===== config.mk =====
export PLATFORM = sky130hd
export DESIGN_NAME = bfa_word_split
export DESIGN_NICKNAME = d
export VERILOG_FILES = /design/src/rtl/core/bfa_word_split.sv
export SDC_FILE = /design/constraint.sdc
export NUM_CORES = 1
export LEC_CHECK = 0
export BUFFER_PORTS_ARGS = -buffer_cell sky130_fd_sc_hd__buf_2
export CAP_MARGIN = 40
export CELL_PAD_IN_SITES_DETAIL_PLACEMENT = 2
export CELL_PAD_IN_SITES_GLOBAL_PLACEMENT = 2
export CORE_ASPECT_RATIO = 0.8
export CORE_MARGIN = 4
export CORE_UTILIZATION = 26
export DETAILED_ROUTE_END_ITERATION = 10
export GPL_TIMING_DRIVEN = 0
export HOLD_SLACK_MARGIN = 0.06
export PLACE_DENSITY = 0.77
export SLEW_MARGIN = 10
export SYNTH_ARGS = -nofsm -noshare
export SYNTH_HDL_FRONTEND = slang
export SYNTH_SLANG_ARGS = --single-unit

===== constraint.sdc =====
create_clock -name clock -period 0.8 [get_ports clock]
set_input_delay 0.16 -clock clock [delete_from_list [all_inputs] [get_ports clock]]
set_output_delay 0.16 -clock clock [all_outputs]
set_load 0.03 [all_outputs]

===== src/rtl/core/bfa_word_split.sv =====
// Two-stage split of a frame index into map word index and bit offset.
module bfa_word_split #(
   parameter int IDX_W     = 17,
   parameter int WORD_BITS = 64,
   parameter int QUO_W     = 11
) (
   input  logic                         clock,
   input  logic [IDX_W-1:0]             frame_idx,
   output logic [QUO_W-1:0]             word_idx,
   output logic [$clog2(WORD_BITS)-1:0] bit_off
);

   localparam int OFF_W  = $clog2(WORD_BITS);
   localparam int PROD_W = 2 * IDX_W;
   localparam logic [IDX_W-1:0] RECIP = IDX_W'((1 << IDX_W) / WORD_BITS);
   localparam logic [IDX_W-1:0] WB    = IDX_W'(WORD_BITS);

   logic [PROD_W-1:0] prod_ff, prod_in;
   logic [IDX_W-1:0]  idx_d_ff;
   logic [IDX_W-1:0]  q_est, back, rem_raw;
   logic              fix;
   logic [QUO_W-1:0]  word_idx_ff, word_idx_in;
   logic [OFF_W-1:0]  bit_off_ff, bit_off_in;

   // reciprocal estimate is exact or one short
   assign prod_in = PROD_W'(frame_idx) * PROD_W'(RECIP);

   assign q_est   = prod_ff[PROD_W-1:IDX_W];
   assign back    = q_est * WB;
   assign rem_raw = idx_d_ff - back;
   assign fix     = (rem_raw >= WB);

   assign word_idx_in = QUO_W'(q_est) + QUO_W'(fix);
   assign bit_off_in  = OFF_W'(fix ? (rem_raw - WB) : rem_raw);

   always_ff @(posedge clock) begin
      prod_ff     <= prod_in;
      idx_d_ff    <= frame_idx;
      word_idx_ff <= word_idx_in;
      bit_off_ff  <= bit_off_in;
   end

   assign word_idx = word_idx_ff;
   assign bit_off  = bit_off_ff;

endmodule

==> results.json, run 1 <==
{
  "antenna_found_initial": 0,
  "synth_nets": 52,
  "synthFlopType": "dfxtp_1",
  "slowest_delay_ps": 350,
  "multi_input_gates": 0,
  "synth_common_cells": "dfxtp_1",
  "cp_num_buf_inv": 1,
  "grt_max_degree": 11,
  "cts_made_buffers": 5,
  "fmax_ghz": 1.04,
  "n_antenna_cell": 0,
  "cp_data_arrival_time_ps": 800,
  "drtIter0Drc": 0,
  "timing.final.crit_share_pct": 120,
  "grt_pass1_vias": 549,
  "areaGrowthSynthToFinish_pct": 87.3,
  "grt_pass1_wl_um": 2680,
  "grtUsageTotal_pct": 11.7,
  "ys_types": 1,
  "period_minus_slack_ps": 961,
  "p_leak_nw": 0.572,
  "drc": 0,
  "cap_violations": 0,
  "clock_skew_ps": 3.08,
  "setup_viol": 17,
  "seq_area_frac_synth_pct": 100,
  "dp_hpwl_um": 900,
  "yosysTopAreaCellShare_pct": 100,
  "path_class": "reg2out",
  "worst_slack_ps": -161,
  "drive_gt1_share_pct": 63.0,
  "crit_chain": "buf_6",
  "firstDrtPassIters": 1,
  "nNetsFinal": 110,
  "synth_edf_count": 0,
  "synth_seq_cells": 34,
  "die_h_um": 53.8,
  "layout.cells.non_filler": 128,
  "numPortBuffers": 34,
  "numClockSinks": 34,
  "tightest_slew_ps": 102,
  "antenna_left": 0,
  "clockBufferDepth": 2,
  "cts_tree": "built",
  "critical-path-top-delay-family": "flip-flops",
  "violations": "setup timing",
  "drv_slew": 0,
  "root_buffer": "clkbuf_4",
  "dpl-instance-area_um2": 896,
  "required_ps": 640,
  "p_per_area_nw_per_um2": 2640,
  "via_per_inst": 3.45,
  "synth.largest_area_cell": "dfxtp_1",
  "core_area_um2": 2480,
  "async_flop_share_pct": 0,
  "post-place-ws_ps": 155,
  "start_util_pct": 27.4,
  "yosys-top-cells-area": "dfxtp_1",
  "vias": 441,
  "insertion_delay_ps": 320,
  "synth.most_common_cell": "dfxtp_1",
  "htree_levels": 2,
  "rows": 16,
  "cp-end-kind": "primary output",
  "cts.clk_slew.worst_paths_ps": 100,
  "routed_wl_um": 1620,
  "grt-ovfl-total": 0,
  "hp-class": "reg2reg",
  "place_congestion": 0.573,
  "hold_viol_final": 0,
  "start_kind": "flip-flop",
  "rsz0062_at_grt": "true",
  "status": "finished with violations",
  "wire_per_inst_um": 12.7,
  "irDropWorstVdd_mv": 1.32,
  "multi_input_area_um2": 0,
  "dieArea_um2": 3510,
  "avgSynthCellArea_um2": 20.0,
  "design_area_um2": 1270,
  "ios": 35,
  "crit_path_top_delay_cell": "dfxtp_2",
  "fillers": 229,
  "place_inst": 104,
  "syn_inst": 34,
  "die_w_um": 65.2,
  "syn_area_um2": 681,
  "relSlewSlack_pct": 93.2,
  "synth-warning-count": 0,
  "crit_path_max_fanout": 1
}
==> timing repair <==
| item | in CTS | in global routing |
|---|---|---|
| gates cloned | 0 | 0 |
| setup buffers | 0 | 0 |
| resized for setup | 51 | 0 |
| hold buffers | 17 | 0 |
| hold endpoints to repair | 17 | 0 |
| endpoints found under the setup margin | 17 | 17 |
| pin swaps | 0 | 0 |
==> registers in the layout (all words and copies together), names as in the netlist <==
signal and cells:
word_idx 11, bit_off 6, prod_ff 17
==> worst paths after layout <==
kind | start | endpoint | slack [ps] | cells after the start
setup / recovery | word_idx[10]$_DFF_P_ | word_idx[10] | -160 | 1
hold / removal | prod_ff[22]$_DFF_P_ | word_idx[5]$_DFF_P_ | 330 | 0
setup reg to reg | prod_ff[20]$_DFF_P_ | word_idx[3]$_DFF_P_ | 390 | 0
hold reg to reg | prod_ff[22]$_DFF_P_ | word_idx[5]$_DFF_P_ | 330 | 0
==> kinds of logic after synthesis <==
logic type,share of synthesized area [%]
DFF,100
==> metal layers <==
metal	wire (µm)	part of all wire, %	vias up	global-route usage, %
li1	-	-	217	-
met1	536	33	197	10.1
met2	882	54	25	20.0
met3	184	11	2	8.77
met4	21	1.3	0	6.21
met5	0	0	-	0
==> area by class of cell <==
type,instances,area (µm²),share of cell area (%)
clock buffer,6,51.3,4.02
timing repair buffer,51,447,35.0
tap,36,45.0,3.53
clock inverter,1,30.0,2.36
sequential,34,702,55.1
==> metrics by stage <==
step                TNS (ps)  power [mW]  util [%]  hold WS, ps
global placement           0        2.02      36.1          262
CTS                    -2440        3.40      51.4          334
finish                 -2330        3.37      51.4          332
detailed placement         0        2.02      36.1          264
floorplan                  0        1.93         -          188
global route           -3460        3.54      51.4          341
==> cell usage in the layout (no fill, tap or decap) <==
master / netlist / routed
buf_6: 0 / 17
clkbuf_4: 0 / 5
dlygate4sd3_1: 0 / 17
dfxtp_2: 0 / 17
dfxtp_1: 34 / 17
bufinv_16: 0 / 1
buf_2: 0 / 17
clkbuf_8: 0 / 1
==> where the power goes <==
part	leakage (nW)	total (mW)	internal [mW]	switching, mW
combinational	0.241	0.299	0.165	0.133
sequential	0.287	1.83	1.79	0.0334
clock	0.0443	1.24	0.728	0.514
(Power assumes the default switching activity.)
==> run 2, diff against run 1 <==
GPL_TIMING_DRIVEN = not set   (was 0)
TNS_END_PERCENT = 5   (was not set)
==> results.json, run 2 (same netlist as run 1, synthesis figures left out) <==
{
  "status": "finished with violations",
  "violations": "setup timing",
  "numPortBuffers": 34,
  "die_w_um": 65.2,
  "design_area_um2": 1270,
  "core_area_um2": 2480,
  "regMostFlops": "prod_ff",
  "fmax_ghz": 1.06,
  "n_antenna_cell": 0,
  "relSlewSlack_pct": 93.5,
  "cap_violations": 0,
  "irDropWorstVdd_mv": 1.05,
  "start_kind": "flip-flop",
  "htree_levels": 2,
  "drtIter0Drc": 5,
  "antenna_found_initial": 0,
  "start_util_pct": 27.4,
  "drive_gt1_share_pct": 63.0,
  "clock_skew_ps": 3.71,
  "drv_slew": 0,
  "cp_data_arrival_time_ps": 780,
  "layout_common_cells": "dfxtp_2, dlygate4sd3_1, buf_2, buf_6, dfxtp_1",
  "crit_chain": "buf_6",
  "hp-class": "reg2reg",
  "p_leak_nw": 0.572,
  "worst_slack_ps": -139,
  "place_congestion": 0.560,
  "dpl-instance-area_um2": 896,
  "vias": 451,
  "rows": 16,
  "insertion_delay_ps": 320,
  "slowest_delay_ps": 340,
  "fin_util_pct": 51.4,
  "grtUsageTotal_pct": 10.4,
  "grt_pass1_vias": 570,
  "drc": 0,
  "grt_max_degree": 11,
  "via_per_inst": 3.52,
  "clockBufferDepth": 2,
  "crit_path_max_fanout": 1,
  "largest_register_ffs": 17,
  "numClockSinks": 34,
  "routed_wl_um": 1480,
  "postCtsSetupRepairBufs": 0,
  "timing.final.crit_share_pct": 117,
  "wire_per_inst_um": 11.5,
  "cts_made_buffers": 5,
  "crit_path_top_delay_cell": "dfxtp_2",
  "nNetsFinal": 110,
  "ios": 35,
  "dieArea_um2": 3510,
  "die_h_um": 53.8,
  "cp-end-kind": "primary output",
  "tightest_slew_ps": 97.0,
  "multi_input_gates": 0,
  "antenna_left": 0,
  "areaGrowthSynthToFinish_pct": 87.3,
  "firstDrtPassIters": 2,
  "root_buffer": "clkbuf_4",
  "grt-ovfl-total": 0,
  "setup_viol": 17,
  "cts_tree": "built",
  "rsz0062_at_grt": "true",
  "grt_pass1_wl_um": 2490,
  "cts.clk_slew.worst_paths_ps": 90,
  "critical-path-top-delay-family": "flip-flops",
  "required_ps": 640,
  "multi_input_area_um2": 0,
  "cp_num_buf_inv": 1,
  "p_per_area_nw_per_um2": 2630,
  "path_class": "reg2out",
  "period_minus_slack_ps": 939,
  "hold_viol_final": 0
}
run 2: cell counts in the layout (fill, tap and decap cells not counted):
No cell type changed its count.
run 2: path summary, 6_finish.rpt:
kind | from | endpoint | slack (ps) | cells after the start
max | word_idx[10]$_DFF_P_ | word_idx[10] | -140 | 1
min | prod_ff[18]$_DFF_P_ | word_idx[1]$_DFF_P_ | 330 | 0
max reg2reg | prod_ff[12]$_DFF_P_ | bit_off[1]$_DFF_P_ | 390 | 0
min reg2reg | prod_ff[18]$_DFF_P_ | word_idx[1]$_DFF_P_ | 330 | 0
run 2: what timing repair did:
action	in CTS	in global routing
endpoints found under the hold margin	17	0
setup endpoints to repair	17	17
hold buffers	17	0
gates resized for setup	51	0
run 2: report_power, final:
part | switching (mW) | leakage (nW) | total (mW) | internal, mW
Combinational | 0.131 | 0.241 | 0.297 | 0.165
Sequential | 0.0315 | 0.287 | 1.82 | 1.79
Clock | 0.505 | 0.0443 | 1.23 | 0.728
Total | 0.668 | 0.572 | 3.35 | 2.68
run 2: area by class of cell:
class / count / area, µm²
fill: 230 / 1210
sequential: 34 / 702
timing repair buffer: 51 / 447
clock buffer: 6 / 51.3
tap: 36 / 45.0
clock inverter: 1 / 30.0
run 2: routing by layer:
metal  up-vias  wire, µm  GRT usage [%]
li1        216         -              -
met1       207       471           8.34
met2        26       820           19.3
met3         2       166           7.31
met4         0        20           5.17
met5         -         0              0
run 2: metrics by stage:
stage                     setup slack, ps  TNS (ps)  std cells  power, mW  hold slack, ps
final                                -139     -2220        128       3.35             332
after global routing                 -200     -3070        128       3.51             342
after CTS                            -166     -2690        128       3.40             334
after detailed placement              154         0        104       2.02             264
after global placement                167         0        104       2.02             262
after floorplan                       181         0         34       1.93             188
==> run 3, diff against run 2 <==
CELL_PAD_IN_SITES_DETAIL_PLACEMENT = not set   (was 2)
CELL_PAD_IN_SITES_GLOBAL_PLACEMENT = not set   (was 2)
CORE_UTILIZATION = 40   (was 26)
PLACE_DENSITY = 0.78   (was 0.77)
==> results.json, run 3 (same netlist as run 1, synthesis figures left out) <==
{
  "grtUsageTotal_pct": 15.4,
  "insertion_delay_ps": 320,
  "fin_total_pwr_mw": 3.07,
  "numPortBuffers": 34,
  "via_per_inst": 3.89,
  "regMostFlops": "prod_ff",
  "cp-end-kind": "primary output",
  "fillers": 95,
  "die_h_um": 44.9,
  "tightest_slew_ps": 96.4,
  "hp-class": "reg2reg",
  "cts_made_buffers": 5,
  "finalSetupTns_ps": -2390,
  "pwr-share-seq_pct": 59.4,
  "clock_skew_ps": 7.98,
  "rows": 13,
  "drv_slew": 0,
  "p_per_area_nw_per_um2": 2480,
  "drive_gt1_share_pct": 62.4,
  "violations": "setup timing",
  "firstDrtPassIters": 4,
  "cp_num_buf_inv": 1,
  "start_kind": "flip-flop",
  "critical-path-top-delay-family": "flip-flops",
  "drtIter0Drc": 2,
  "p_leak_nw": 0.563,
  "dp_hpwl_um": 768,
  "crit_path_max_fanout": 1,
  "antenna_found_initial": 0,
  "routed_wl_um": 1500,
  "layout_common_cells": "dfxtp_2, dlygate4sd3_1, buf_2, buf_6, dfxtp_1",
  "cts.clk_slew.worst_paths_ps": 100,
  "grt-ovfl-total": 0,
  "slowest_delay_ps": 340,
  "p_int_mw": 2.38,
  "rsz0062_at_grt": "true",
  "postCtsSetupRepairBufs": 0,
  "place_congestion": 0.641,
  "worst_slack_ps": -153,
  "pwr-share-comb_pct": 9.8,
  "path_class": "reg2out",
  "cap_violations": 0,
  "hold_viol_final": 0,
  "areaGrowthSynthToFinish_pct": 81.6,
  "root_buffer": "clkbuf_4",
  "p_clk_share_pct": 30.8,
  "crit_path_top_delay_cell": "dfxtp_2",
  "cp_data_arrival_time_ps": 790,
  "relSlewSlack_pct": 93.6,
  "dieArea_um2": 2430,
  "antenna_left": 0,
  "numClockSinks": 34,
  "multi_input_area_um2": 0,
  "ios": 35,
  "multi_input_gates": 0,
  "drc": 0,
  "timing.final.crit_share_pct": 119,
  "vias": 447,
  "crit_chain": "buf_6",
  "p_sw_uw": 689,
  "irDropWorstVdd_mv": 1.88,
  "cts_tree": "built",
  "core_area_um2": 1610,
  "wire_per_inst_um": 13.0,
  "grt_pass1_vias": 479,
  "die_w_um": 54.1,
  "setup_viol": 17,
  "period_minus_slack_ps": 953,
  "grt_pass1_wl_um": 2370,
  "htree_levels": 2,
  "start_util_pct": 42.3,
  "clockBufferDepth": 2,
  "nNetsFinal": 110,
  "required_ps": 640,
  "fmax_ghz": 1.05,
  "n_antenna_cell": 0,
  "largest_register_ffs": 17,
  "power_switching_share_pct": 22.4,
  "status": "finished with violations",
  "grt_max_degree": 11
}
[run 3: cell type report]
cell class              instances  area (µm²)  share of cell area, %
flip-flops and latches         34         702                   56.8
clock inverters                 1        5.00                  0.405
well taps                      22        27.5                   2.23
repair buffers                 51         447                   36.1
clock buffers                   7        55.1                   4.45
[run 3: path summary, 6_finish.rpt]
kind / cells after the start / to / slack (ps) / startpoint
hold / removal: 0 / word_idx[1]$_DFF_P_ / 320 / prod_ff[18]$_DFF_P_
hold reg to reg: 0 / word_idx[1]$_DFF_P_ / 320 / prod_ff[18]$_DFF_P_
setup / recovery: 1 / word_idx[7] / -150 / word_idx[7]$_DFF_P_
setup reg to reg: 0 / word_idx[10]$_DFF_P_ / 390 / prod_ff[27]$_DFF_P_
[run 3: power by group through the flow]
stage	clock network, mW	registers, mW	logic (mW)
floorplan	0	1.93	0
global placement	0	1.84	0.176
detailed placement	0	1.84	0.178
CTS	0.958	1.82	0.296
global route	1.06	1.83	0.316
finish	0.947	1.82	0.301
[run 3: stage by stage]
step	cells	setup slack [ps]	util [%]	instance area [µm²]	hold WS (ps)
6_report	115	-153	76.8	1240	320
5_1_grt	115	-195	76.8	1240	315
4_1_cts	115	-158	76.8	1240	329
3_5_place_dp	90	159	54.5	878	264
3_3_place_gp	90	167	54.5	878	263
2_1_floorplan	34	181	-	681	188
[run 3: repair_timing]
item	CTS	global route
resized for setup	51	0
hold buffers	17	0
endpoints found under the hold margin	17	0
cloned	0	0
pin swaps	0	0
endpoints found under the setup margin	17	17
[run 3: routing by layer]
| layer | routed length, µm | GRT usage (%) | up-vias |
|---|---|---|---|
| met1 | 605 | 18.0 | 212 |
| met2 | 794 | 23.2 | 13 |
| met4 | 21 | 8.96 | 0 |
| met3 | 74 | 7.26 | 3 |
| met5 | 0 | 0 | - |
| li1 | - | - | 219 |
